`config.mk`:
```
export PLATFORM = sky130hd
export DESIGN_NAME = fm_synth_register_write_sequencer
export DESIGN_NICKNAME = d
export VERILOG_FILES = /design/src/design/fmsyn_pkg.sv /design/src/design/fmsyn_patch_mem.sv /design/src/design/fmsyn_freq.sv /design/src/design/fmsyn_seq.sv /design/src/design/fm_synth_register_write_sequencer.sv
export VERILOG_INCLUDE_DIRS = /design/src /design/src/design
export SDC_FILE = /design/constraint.sdc
export NUM_CORES = 2
export LEC_CHECK = 0
export ABC_AREA = 0
export ABC_CLOCK_PERIOD_IN_PS = 15000
export BUFFER_PORTS_ARGS = -buffer_cell sky130_fd_sc_hd__buf_2
export CAP_MARGIN = 5
export CORE_MARGIN = 4
export CORE_UTILIZATION = 37
export DETAILED_ROUTE_END_ITERATION = 12
export PLACE_DENSITY = 0.47
export SETUP_SLACK_MARGIN = 0.5
export SYNTH_ARGS = -nofsm -noshare
export SYNTH_HDL_FRONTEND = slang
export SYNTH_SLANG_ARGS = --single-unit
```
`constraint.sdc`:
```
create_clock -name clk -period 15 [get_ports clk]
set_input_delay 4.5 -clock clk [delete_from_list [all_inputs] [get_ports clk]]
set_output_delay 4.5 -clock clk [all_outputs]
set_load 0.02 [all_outputs]
```
`src/design/assert_macros.svh`:
```
// Assertion shorthands used by the top-level RTL file.
`ifndef ASSERT_MACROS_SVH
`define ASSERT_MACROS_SVH

// Antecedent holds this cycle -> consequent holds this cycle.
`define ASSERT_IMPLIES(label, ante, cons) \
  label: assert property (@(posedge clk) disable iff (!rst_n) (ante) |-> (cons)) \
    else $error("implication check failed");

// Antecedent holds this cycle -> consequent holds next cycle.
`define ASSERT_NEXT(label, ante, cons) \
  label: assert property (@(posedge clk) disable iff (!rst_n) (ante) |=> (cons)) \
    else $error("next-cycle check failed");

`endif

```
`src/design/fmsyn_pkg.sv`:
```
// Shared types, constants and small decode functions for the FM write sequencer.
package fmsyn_pkg;

  typedef enum logic [2:0] {
    OP_KEY_ON  = 3'd0,
    OP_KEY_OFF = 3'd1,
    OP_VOLUME  = 3'd2,
    OP_VOICE   = 3'd3,
    OP_LOAD    = 3'd4
  } op_t;

  typedef enum logic [1:0] {
    SQ_IDLE,
    SQ_VOICE,
    SQ_FREQ,
    SQ_KEYHI
  } seq_state_t;

  typedef enum logic [1:0] {
    FQ_IDLE,
    FQ_CHK,
    FQ_FIX,
    FQ_NORM
  } frq_state_t;

  typedef struct packed {
    logic       done;
    logic [9:0] fnum;
    logic [2:0] blk;
  } frq_res_t;

  localparam int unsigned PATCH_BYTES = 11;
  localparam logic [3:0]  VOICE_LAST  = 4'd10;

  localparam logic [7:0] REG_VOLUME  = 8'h40;
  localparam logic [7:0] REG_FNUM_LO = 8'hA0;
  localparam logic [7:0] REG_KEY     = 8'hB0;
  localparam logic [7:0] REG_FB      = 8'hC0;
  localparam logic [7:0] KEY_ON_BIT  = 8'h20;

  // Hz -> F-number scale is 65536/3125, done as a reciprocal multiply
  // (2^33/3125, floored) with one correction step.
  localparam logic [21:0] RECIP       = 22'd2748779;
  localparam int unsigned RECIP_SHIFT = 17;
  localparam logic [11:0] DIVISOR     = 12'd3125;
  localparam logic [20:0] FNUM_MAX    = 21'h0003FF;

  function automatic logic chip_of(input logic [4:0] v);
    return (v >= 5'd11) && (v < 5'd22);
  endfunction

  function automatic logic [3:0] chan_of(input logic [4:0] v);
    logic [4:0] r;
    begin
      if (v < 5'd11)      r = v;
      else if (v < 5'd22) r = v - 5'd11;
      else                r = v - 5'd22;
      return r[3:0];
    end
  endfunction

  // Operator cell offset of a channel: ch % 3 + 8 * (ch / 3).
  function automatic logic [4:0] cell_off(input logic [3:0] ch);
    logic [4:0] c;
    begin
      c = {1'b0, ch};
      if (ch < 4'd3)      return c;
      else if (ch < 4'd6) return c + 5'd5;
      else if (ch < 4'd9) return c + 5'd10;
      else                return c + 5'd15;
    end
  endfunction

  // Patch byte read at each step of a voice load (feedback byte goes last).
  function automatic logic [3:0] voice_src(input logic [3:0] k);
    logic [3:0] s;
    begin
      case (k)
        4'd8:    s = 4'd9;
        4'd9:    s = 4'd10;
        4'd10:   s = 4'd8;
        default: s = k;
      endcase
      return s;
    end
  endfunction

  // Register address written at each step of a voice load.
  function automatic logic [7:0] voice_addr(input logic [3:0] k, input logic [3:0] ch,
                                            input logic [4:0] off);
    logic [7:0] base;
    logic [7:0] opr_off;
    begin
      opr_off = {3'b000, off} + (k[0] ? 8'd3 : 8'd0);
      case (k[3:1])
        3'd0:    base = 8'h20;
        3'd1:    base = 8'h40;
        3'd2:    base = 8'h60;
        3'd3:    base = 8'h80;
        3'd4:    base = 8'hE0;
        default: base = 8'h00;
      endcase
      if (k >= VOICE_LAST) return REG_FB + {4'b0000, ch};
      else                 return base + opr_off;
    end
  endfunction

endpackage

```
`src/design/fmsyn_patch_mem.sv`:
```
// Patch byte store: one write port, one read port, registered read data.
module fmsyn_patch_mem #(
  parameter int unsigned DEPTH = 352,
  parameter int unsigned AW    = 9
) (
  input  logic          clk,
  input  logic          we,
  input  logic [AW-1:0] waddr,
  input  logic [7:0]    wdata,
  input  logic          re,
  input  logic [AW-1:0] raddr,
  output logic [7:0]    rdata
);

  logic [7:0] mem_r [DEPTH];
  logic [7:0] rdata_r;

  always_ff @(posedge clk) begin
    if (we) begin
      mem_r[waddr] <= wdata;
    end
  end

  always_ff @(posedge clk) begin
    if (re) begin
      rdata_r <= mem_r[raddr];
    end
  end

  assign rdata = rdata_r;

endmodule

```
`src/design/fmsyn_freq.sv`:
```
// Hz to F-number/block converter: reciprocal multiply, correction, serial halving.
module fmsyn_freq (
  input  logic                clk,
  input  logic                rst_n,
  input  logic                start,
  input  logic [15:0]         value,
  output fmsyn_pkg::frq_res_t res
);
  import fmsyn_pkg::*;

  frq_state_t  state_r, state_nxt;
  logic [15:0] val_r;
  logic [20:0] q_r;
  logic [32:0] chk_r;
  logic [20:0] f_r, f_nxt;
  logic [3:0]  blk_r, blk_nxt;
  logic [37:0] prod;
  logic [32:0] rem;
  logic        fits;

  assign prod = {22'd0, value} * {16'd0, RECIP};
  assign rem  = {1'b0, val_r, 16'd0} - chk_r;
  assign fits = f_r <= FNUM_MAX;

  always_comb begin
    state_nxt = state_r;
    unique case (state_r)
      FQ_IDLE: if (start) state_nxt = FQ_CHK;
      FQ_CHK:  state_nxt = FQ_FIX;
      FQ_FIX:  state_nxt = FQ_NORM;
      FQ_NORM: if (fits) state_nxt = FQ_IDLE;
      default: state_nxt = FQ_IDLE;
    endcase
  end

  always_comb begin
    f_nxt    = f_r;
    blk_nxt  = blk_r;
    res.done = 1'b0;
    res.fnum = f_r[9:0];
    res.blk  = blk_r[2:0];
    unique case (state_r)
      FQ_FIX: begin
        // estimate is exact or one low
        f_nxt   = q_r + ((rem >= {21'd0, DIVISOR}) ? 21'd1 : 21'd0);
        blk_nxt = '0;
      end
      FQ_NORM: begin
        if (fits) begin
          res.done = 1'b1;
        end else begin
          f_nxt   = {1'b0, f_r[20:1]};
          blk_nxt = blk_r + 4'd1;
        end
      end
      default: ;
    endcase
  end

  always_ff @(posedge clk) begin
    if (!rst_n) begin
      state_r <= FQ_IDLE;
    end else begin
      state_r <= state_nxt;
    end
  end

  always_ff @(posedge clk) begin
    if (state_r == FQ_IDLE && start) begin
      val_r <= value;
      q_r   <= prod[RECIP_SHIFT +: 21];
    end
    if (state_r == FQ_CHK) begin
      chk_r <= {12'd0, q_r} * {21'd0, DIVISOR};
    end
    f_r   <= f_nxt;
    blk_r <= blk_nxt;
  end

endmodule

```
`src/design/fmsyn_seq.sv`:
```
// Command sequencer: decodes requests, walks voice loads, formats register writes.
module fmsyn_seq #(
  parameter int unsigned AW = 9
) (
  input  logic                clk,
  input  logic                rst_n,
  input  logic                start,
  output logic                busy,
  input  logic [2:0]          op,
  input  logic [4:0]          voice,
  input  logic [3:0]          byte_slot,
  input  logic [15:0]         value,
  input  logic                enable,
  input  logic [AW-1:0]       patch_base,
  output logic                mem_we,
  output logic [AW-1:0]       mem_waddr,
  output logic [7:0]          mem_wdata,
  output logic                mem_re,
  output logic [AW-1:0]       mem_raddr,
  input  logic [7:0]          mem_rdata,
  output logic                frq_start,
  input  fmsyn_pkg::frq_res_t frq_res,
  output logic                out_strobe,
  output logic                out_chip_sel,
  output logic [7:0]          out_reg_addr,
  output logic [7:0]          out_reg_data,
  output logic                out_last
);
  import fmsyn_pkg::*;

  seq_state_t    state_r, state_nxt;
  logic [3:0]    k_r, k_nxt;
  logic [3:0]    ch_r, ch_nxt;
  logic [4:0]    off_r, off_nxt;
  logic          chip_r, chip_nxt;
  logic [AW-1:0] base_r, base_nxt;
  logic [7:0]    hi_r, hi_nxt;
  logic          ostb_r, ostb_nxt;
  logic          ochip_r, ochip_nxt;
  logic [7:0]    oaddr_r, oaddr_nxt;
  logic [7:0]    odata_r, odata_nxt;
  logic          olast_r, olast_nxt;
  logic          omem_r, omem_nxt;

  logic       accept;
  op_t        cmd;
  logic [3:0] v_ch;
  logic       v_chip;

  assign accept = start && (state_r == SQ_IDLE);
  assign busy   = state_r != SQ_IDLE;
  assign cmd    = op_t'(op);
  assign v_ch   = chan_of(voice);
  assign v_chip = chip_of(voice);

  assign mem_waddr = patch_base + AW'(byte_slot);
  assign mem_wdata = value[7:0];
  assign mem_raddr = base_r + AW'(voice_src(k_r));

  always_comb begin
    state_nxt = state_r;
    unique case (state_r)
      SQ_IDLE: begin
        if (accept) begin
          case (cmd)
            OP_KEY_ON: if (enable) state_nxt = SQ_FREQ;
            OP_VOICE:  state_nxt = SQ_VOICE;
            default:   state_nxt = SQ_IDLE;
          endcase
        end
      end
      SQ_VOICE: if (k_r == VOICE_LAST) state_nxt = SQ_IDLE;
      SQ_FREQ:  if (frq_res.done) state_nxt = SQ_KEYHI;
      SQ_KEYHI: state_nxt = SQ_IDLE;
      default:  state_nxt = SQ_IDLE;
    endcase
  end

  always_comb begin
    k_nxt     = k_r;
    ch_nxt    = ch_r;
    off_nxt   = off_r;
    chip_nxt  = chip_r;
    base_nxt  = base_r;
    hi_nxt    = hi_r;
    ostb_nxt  = 1'b0;
    ochip_nxt = ochip_r;
    oaddr_nxt = oaddr_r;
    odata_nxt = odata_r;
    olast_nxt = 1'b0;
    omem_nxt  = 1'b0;
    mem_we    = 1'b0;
    mem_re    = 1'b0;
    frq_start = 1'b0;
    unique case (state_r)
      SQ_IDLE: begin
        if (accept) begin
          ch_nxt   = v_ch;
          off_nxt  = cell_off(v_ch);
          chip_nxt = v_chip;
          base_nxt = patch_base;
          k_nxt    = '0;
          case (cmd)
            OP_KEY_ON: frq_start = enable;
            OP_KEY_OFF: begin
              if (enable) begin
                ostb_nxt  = 1'b1;
                ochip_nxt = v_chip;
                oaddr_nxt = REG_KEY + {4'b0000, v_ch};
                odata_nxt = 8'h00;
                olast_nxt = 1'b1;
              end
            end
            OP_VOLUME: begin
              ostb_nxt  = 1'b1;
              ochip_nxt = v_chip;
              oaddr_nxt = REG_VOLUME + {4'b0000, v_ch};
              odata_nxt = value[7:0];
              olast_nxt = 1'b1;
            end
            OP_LOAD: mem_we = byte_slot < 4'(PATCH_BYTES);
            default: ;
          endcase
        end
      end
      SQ_VOICE: begin
        // read issued now; data lines up with the write next cycle
        mem_re    = 1'b1;
        ostb_nxt  = 1'b1;
        ochip_nxt = chip_r;
        oaddr_nxt = voice_addr(k_r, ch_r, off_r);
        omem_nxt  = 1'b1;
        olast_nxt = k_r == VOICE_LAST;
        k_nxt     = k_r + 4'd1;
      end
      SQ_FREQ: begin
        if (frq_res.done) begin
          ostb_nxt  = 1'b1;
          ochip_nxt = chip_r;
          oaddr_nxt = REG_FNUM_LO + {4'b0000, ch_r};
          odata_nxt = frq_res.fnum[7:0];
          hi_nxt    = KEY_ON_BIT | {3'b000, frq_res.blk, frq_res.fnum[9:8]};
        end
      end
      SQ_KEYHI: begin
        ostb_nxt  = 1'b1;
        ochip_nxt = chip_r;
        oaddr_nxt = REG_KEY + {4'b0000, ch_r};
        odata_nxt = hi_r;
        olast_nxt = 1'b1;
      end
      default: ;
    endcase
  end

  always_ff @(posedge clk) begin
    if (!rst_n) begin
      state_r <= SQ_IDLE;
      ostb_r  <= 1'b0;
      olast_r <= 1'b0;
      omem_r  <= 1'b0;
    end else begin
      state_r <= state_nxt;
      ostb_r  <= ostb_nxt;
      olast_r <= olast_nxt;
      omem_r  <= omem_nxt;
    end
  end

  always_ff @(posedge clk) begin
    k_r     <= k_nxt;
    ch_r    <= ch_nxt;
    off_r   <= off_nxt;
    chip_r  <= chip_nxt;
    base_r  <= base_nxt;
    hi_r    <= hi_nxt;
    ochip_r <= ochip_nxt;
    oaddr_r <= oaddr_nxt;
    odata_r <= odata_nxt;
  end

  assign out_strobe   = ostb_r;
  assign out_chip_sel = ochip_r;
  assign out_reg_addr = oaddr_r;
  assign out_reg_data = omem_r ? mem_rdata : odata_r;
  assign out_last     = olast_r;

endmodule

```
`src/design/fm_synth_register_write_sequencer.sv`:
```
// Top level of the FM synthesizer register write sequencer.
//
//   channel   direction  handshake               payload
//   request   in         start / busy            in_op, in_voice, in_patch,
//                                                in_byte_slot, in_value
//   result    out        out_strobe (no stall)   out_chip_sel, out_reg_addr,
//                                                out_reg_data, out_last
//   config    in/out     psel/penable/pready     paddr, pwdata, prdata
//
// A request is taken when start is high and busy is low.
// Volume, key off, load and ignored ops leave busy low.
// Set voice holds busy while it reads the patch, one patch store read per cycle;
//   each write follows its read in the next cycle; the last write shows as busy drops.
// Key on holds busy through the converter: multiply, correct, then one halving
//   per cycle until the F-number fits 10 bits, then two writes.
// Reset (rst_n low, synchronous) clears control state and the enable bit;
//   the patch store is not cleared and must be loaded before use.
module fm_synth_register_write_sequencer #(
  parameter int unsigned NUM_PATCHES = 32
) (
  input  logic        clk,
  input  logic        rst_n,
  // request channel
  input  logic        start,
  output logic        busy,
  input  logic [2:0]  in_op,
  input  logic [4:0]  in_voice,
  input  logic [4:0]  in_patch,
  input  logic [3:0]  in_byte_slot,
  input  logic [15:0] in_value,
  // result channel
  output logic        out_strobe,
  output logic        out_chip_sel,
  output logic [7:0]  out_reg_addr,
  output logic [7:0]  out_reg_data,
  output logic        out_last,
  // config port
  input  logic        psel,
  input  logic        penable,
  input  logic        pwrite,
  input  logic [2:0]  paddr,
  input  logic [31:0] pwdata,
  output logic [31:0] prdata,
  output logic        pready
);
  import fmsyn_pkg::*;

  localparam int unsigned DEPTH = NUM_PATCHES * PATCH_BYTES;
  localparam int unsigned AW    = $clog2(DEPTH);

  // enable register, decoded at addresses 0 to 3 (paddr[2] low)
  logic enable_r, enable_nxt;
  logic cfg_wr;

  assign pready = 1'b1;
  assign cfg_wr = psel && penable && pwrite && pready && (paddr[2] == 1'b0);

  always_comb begin
    enable_nxt = enable_r;
    if (cfg_wr) enable_nxt = pwdata[0];
  end

  always_ff @(posedge clk) begin
    if (!rst_n) begin
      enable_r <= 1'b0;
    end else begin
      enable_r <= enable_nxt;
    end
  end

  assign prdata = (paddr[2] == 1'b0) ? {31'd0, enable_r} : 32'd0;

  // Slot base address per patch number, wrapped modulo the slot count;
  // every entry is a constant, so this is a small lookup on in_patch.
  logic [AW-1:0] slot_base [32];
  for (genvar g = 0; g < 32; g++) begin : g_slot
    assign slot_base[g] = AW'((g % NUM_PATCHES) * PATCH_BYTES);
  end

  logic          mem_we;
  logic [AW-1:0] mem_waddr;
  logic [7:0]    mem_wdata;
  logic          mem_re;
  logic [AW-1:0] mem_raddr;
  logic [7:0]    mem_rdata;
  logic          frq_start;
  frq_res_t      frq_res;

  fmsyn_patch_mem #(
    .DEPTH (DEPTH),
    .AW    (AW)
  ) u_mem (
    .clk   (clk),
    .we    (mem_we),
    .waddr (mem_waddr),
    .wdata (mem_wdata),
    .re    (mem_re),
    .raddr (mem_raddr),
    .rdata (mem_rdata)
  );

  fmsyn_freq u_freq (
    .clk   (clk),
    .rst_n (rst_n),
    .start (frq_start),
    .value (in_value),
    .res   (frq_res)
  );

  fmsyn_seq #(
    .AW (AW)
  ) u_seq (
    .clk          (clk),
    .rst_n        (rst_n),
    .start        (start),
    .busy         (busy),
    .op           (in_op),
    .voice        (in_voice),
    .byte_slot    (in_byte_slot),
    .value        (in_value),
    .enable       (enable_r),
    .patch_base   (slot_base[in_patch]),
    .mem_we       (mem_we),
    .mem_waddr    (mem_waddr),
    .mem_wdata    (mem_wdata),
    .mem_re       (mem_re),
    .mem_raddr    (mem_raddr),
    .mem_rdata    (mem_rdata),
    .frq_start    (frq_start),
    .frq_res      (frq_res),
    .out_strobe   (out_strobe),
    .out_chip_sel (out_chip_sel),
    .out_reg_addr (out_reg_addr),
    .out_reg_data (out_reg_data),
    .out_last     (out_last)
  );

  `include "assert_macros.svh"

  // converter finishes only while a key-on request holds the sequencer
  `ASSERT_IMPLIES(a_frq_done_busy, frq_res.done, busy)
  // set voice request must hold busy for its read walk
  `ASSERT_NEXT(a_voice_busy, start && !busy && in_op == OP_VOICE, busy)
  // voice reads stay inside the patch store
  `ASSERT_IMPLIES(a_rd_range, mem_re, mem_raddr < AW'(DEPTH))
  // end-of-command marker never appears without a write
  `ASSERT_IMPLIES(a_last_strobe, out_last, out_strobe)

endmodule

```
==> flow_summary.toml <==
[power_and_ir_drop]
p_comb_share_pct = 20.6
intPower_w = 0.0155
clkPwrFrac_pct = 36.1
leakagePower_nw = 47.2
netSwitchingFraction_pct = 27.8
powerDensity_nw_per_um2 = 148
ir_drop_mv = 0.150
p_sw_w = 0.00594
power.share.sequential_pct = 43.3

[finish]
fin_nets = 7635
syn_to_final_growth_pct = 12.4
drive_above_1_share_pct = 20.5

[timing]
worst_slew_pin_slew_ns = 1.22
slew-limit-headroom_pct = 18.0
fin_worst_skew_ns = 0.0342
setup_viol = 0
holdWs_ns = 0.470
fin_crit_sh_pct = 69.1
finalSetupTns_ns = 0
fmax_ghz = 0.0965
rsz0062_at_grt = "no"
period_needed_ns = 10.36
hold_viol = 0
maxSlewViolCount = 0

[synth]
ys_ff_latch = 2971
synth_top_family_by_area = "multiplexers"
ys_types = 79
async_reset_ff_share_pct = 0
ys_seq_area_share_pct = 69.5
ys_top_cells_by_area = "edfxtp_1 69%, mux4_2 14%, ha_1 3.2%"
syn_avg_cell_area_sq_um = 18.7
synth_top_area_share_pct = 69.4
synth_fa_ha_area_share_pct = 6.12
synth_warnings = 0
synth-main-ff-cell = "edfxtp_1"
synth-xor-area-share_pct = 0.690
synth_edf_count = 2963
yosys.cell_count.top_type = "edfxtp_1"
syn_area_sq_um = 128000
yosys-top-cells-count = "2,963 x edfxtp_1, 824 x mux4_2, 485 x nor2_1"
synth.area.mux_share_pct = 14.9
synth_simple_gate_area_share_pct = 3.82
synthCells = 6868
synth-compound-area-share_pct = 2.58
synth_area_leader_cell = "edfxtp_1"

[grt]
grt_usage_pct = 19.3
overflow = 0
grt_pass1_vias = 66400
antenna_found_initial = 30
grt_pass1_wl_mm = 497
grt_max_degree = 169

[floorplan]
rows = 215
floorplan.die_area_sq_um = 356000
io_pins = 127
die_w_um = 597
fp.dieH_um = 597
start_util_pct = 37.3
core_sq_um = 344000

[setup_path]
crit_family = "adder cells"
cp.arrival_ns = 11.00
startpoint_type = "input port"
cp_common_cell = "fa_1"
critPathCaptureType = "flip-flop"
crit_cells = 19
max_stage_delay_ns = 0.57
rr_worst_depth = 13
critical_path.cell_chain = "buf_8 -> inv_1 -> fa_1 -> fa_1 -> fa_1 -> fa_1 -> fa_1 -> fa_1 -> inv_1 -> ha_1 -> and3_1 -> o31a_1 -> nor3_1 -> o2111ai_1 -> nand2_1 -> o21ai_0 -> o21ai_0 -> nor2_1 -> a211o_1"
crit_type = "input port to flip-flop"
critPathBufInv = 3
cpMaxStageDelayCell = "fa_1"
critPathLaunch = "in_value[4]"
crit_required_ns = 15.64
r2r-start = "u_seq.k_r[3]"
path_max_fanout = 58

[route]
first_pass_iters = 6
vias = 64300
wirelength_mm = 348
drc = 0
drtAntennaViolNets = 0
routedWlPerCell_um = 29.3
vias_per_cell = 5.42
first_iter_violations = 6294

[worst_hold_path]
min_from = "u_freq.blk_r[1]"
hold_path.class = "flip-flop to flip-flop"
worstHoldPathCells = 0

[cts]
clkSinkCount = 2971
postCtsSetupRepairBufs = 0
cts_max_path_buffers = 4
cts_resized = 0
htree_num_levels = 5
worstSkewPairLatency_ns = 0.89
cts_tree = "built"
ctsRootBufferMaster = "clkbuf_16"
clkTransAtPathRegs_ns = 0.06
numCtsBuffers = 326
hold_buffers = 0

[placed_design]
numPortBuffers = 61
hpwl_mm = 217
gp_congestion = 0.795

[status]
status = "complete, no violations"

[job]
max-cap-violations = 0
## state kept, by name (all words and copies together) (netlist names), 2 cells and up
signal              count
u_mem.mem_r          2816
u_freq.chk_r           33
u_freq.f_r             21
u_freq.q_r             21
u_freq.val_r           16
u_seq.base_r            9
u_mem.rdata             8
u_seq.odata_r           8
u_seq.out_reg_addr      8
u_seq.hi_r              5
u_seq.off_r             5
u_seq.ch_r              4
u_seq.k_r               4
u_freq.blk_r            3
u_freq.state_r          2
u_seq.state_r           2
## through the flow
stage / setup slack (ns) / instances / cell area, sq um / power (W) / util, %
floorplan: 5.24 / 6898 / 128000 / 0.0123 / -
global placement: 3.62 / 11300 / 134000 / 0.0140 / 39.0
detailed placement: 3.60 / 11300 / 134000 / 0.0140 / 39.0
CTS: 4.60 / 11900 / 144000 / 0.0217 / 41.9
global route: 4.14 / 11900 / 144000 / 0.0224 / 41.9
finish: 4.64 / 11900 / 144000 / 0.0214 / 41.9
## final cells by class
cell class              count  area, sq um
clock inverters           167         1450
flip-flops and latches   2971        89100
fillers                 30200       200000
well taps                4557         5700
multi-input cells        3173        36300
inverters                 399         1500
clock buffers             412         8670
repair buffers            175         1380
diodes                      7         17.5
## final timing paths
check                                       to  slack, ns
worst max register to register  u_mem.rdata[6]       7.10
worst min register to register   u_seq.hi_r[3]       0.47
worst min-delay path             u_seq.hi_r[3]       0.47
worst max-delay path            u_freq.q_r[20]       4.64
## per-layer routing
metal | GRT usage [%] | part of all wire, % | wire length [um]
met1 | 27.7 | 44 | 152000
met2 | 30.6 | 47 | 164000
met3 | 3.54 | 6.6 | 22900
met4 | 4.68 | 2.4 | 8420
met5 | 0 | 0 | 0
## worst register-to-register path, delay by kind of cell (launching register included)
family,cells,cell delay [ns]
multiplexers,2,1.03
AO/OA/AOI/OAI,4,1.62
AND/OR/NAND/NOR,2,1.18
adder cells (fa/ha/maj),2,1.49
flip-flops,1,0.76
buffers and inverters,3,1.47
## power by group through the flow
stage | Combinational [W] | Clock [W] | Sequential [W]
2_1_floorplan | 0.00287 | 0 | 0.00944
4_1_cts | 0.00456 | 0.00791 | 0.00927
3_3_place_gp | 0.00454 | 0 | 0.00945
3_5_place_dp | 0.00453 | 0 | 0.00945
5_1_grt | 0.00489 | 0.00826 | 0.00927
6_report | 0.00441 | 0.00772 | 0.00927
## layout by cell type, fill, tap and decap left out, types with 59 or more instances in the layout
cell	instances
fa_1	187
inv_1	398
a21oi_1	149
nand2_1	356
mux4_2	824
ha_1	326
buf_4	103
clkinv_1	82
nand3_1	90
edfxtp_1	2963
xnor2_1	59
nor2_1	481
o21ai_0	103
clkbuf_16	335
clkbuf_1	77
## cells by family after synthesis
| group | after synthesis |
|---|---|
| mux | 875 |
| fa+ha+maj | 515 |
| other cells | 2 |
| xor+xnor | 101 |
| simple gates | 1140 |
| flops | 2971 |
| buf+inv | 754 |
| compound gates | 510 |
No activity file was read; power rests on OpenSTA's default activity.
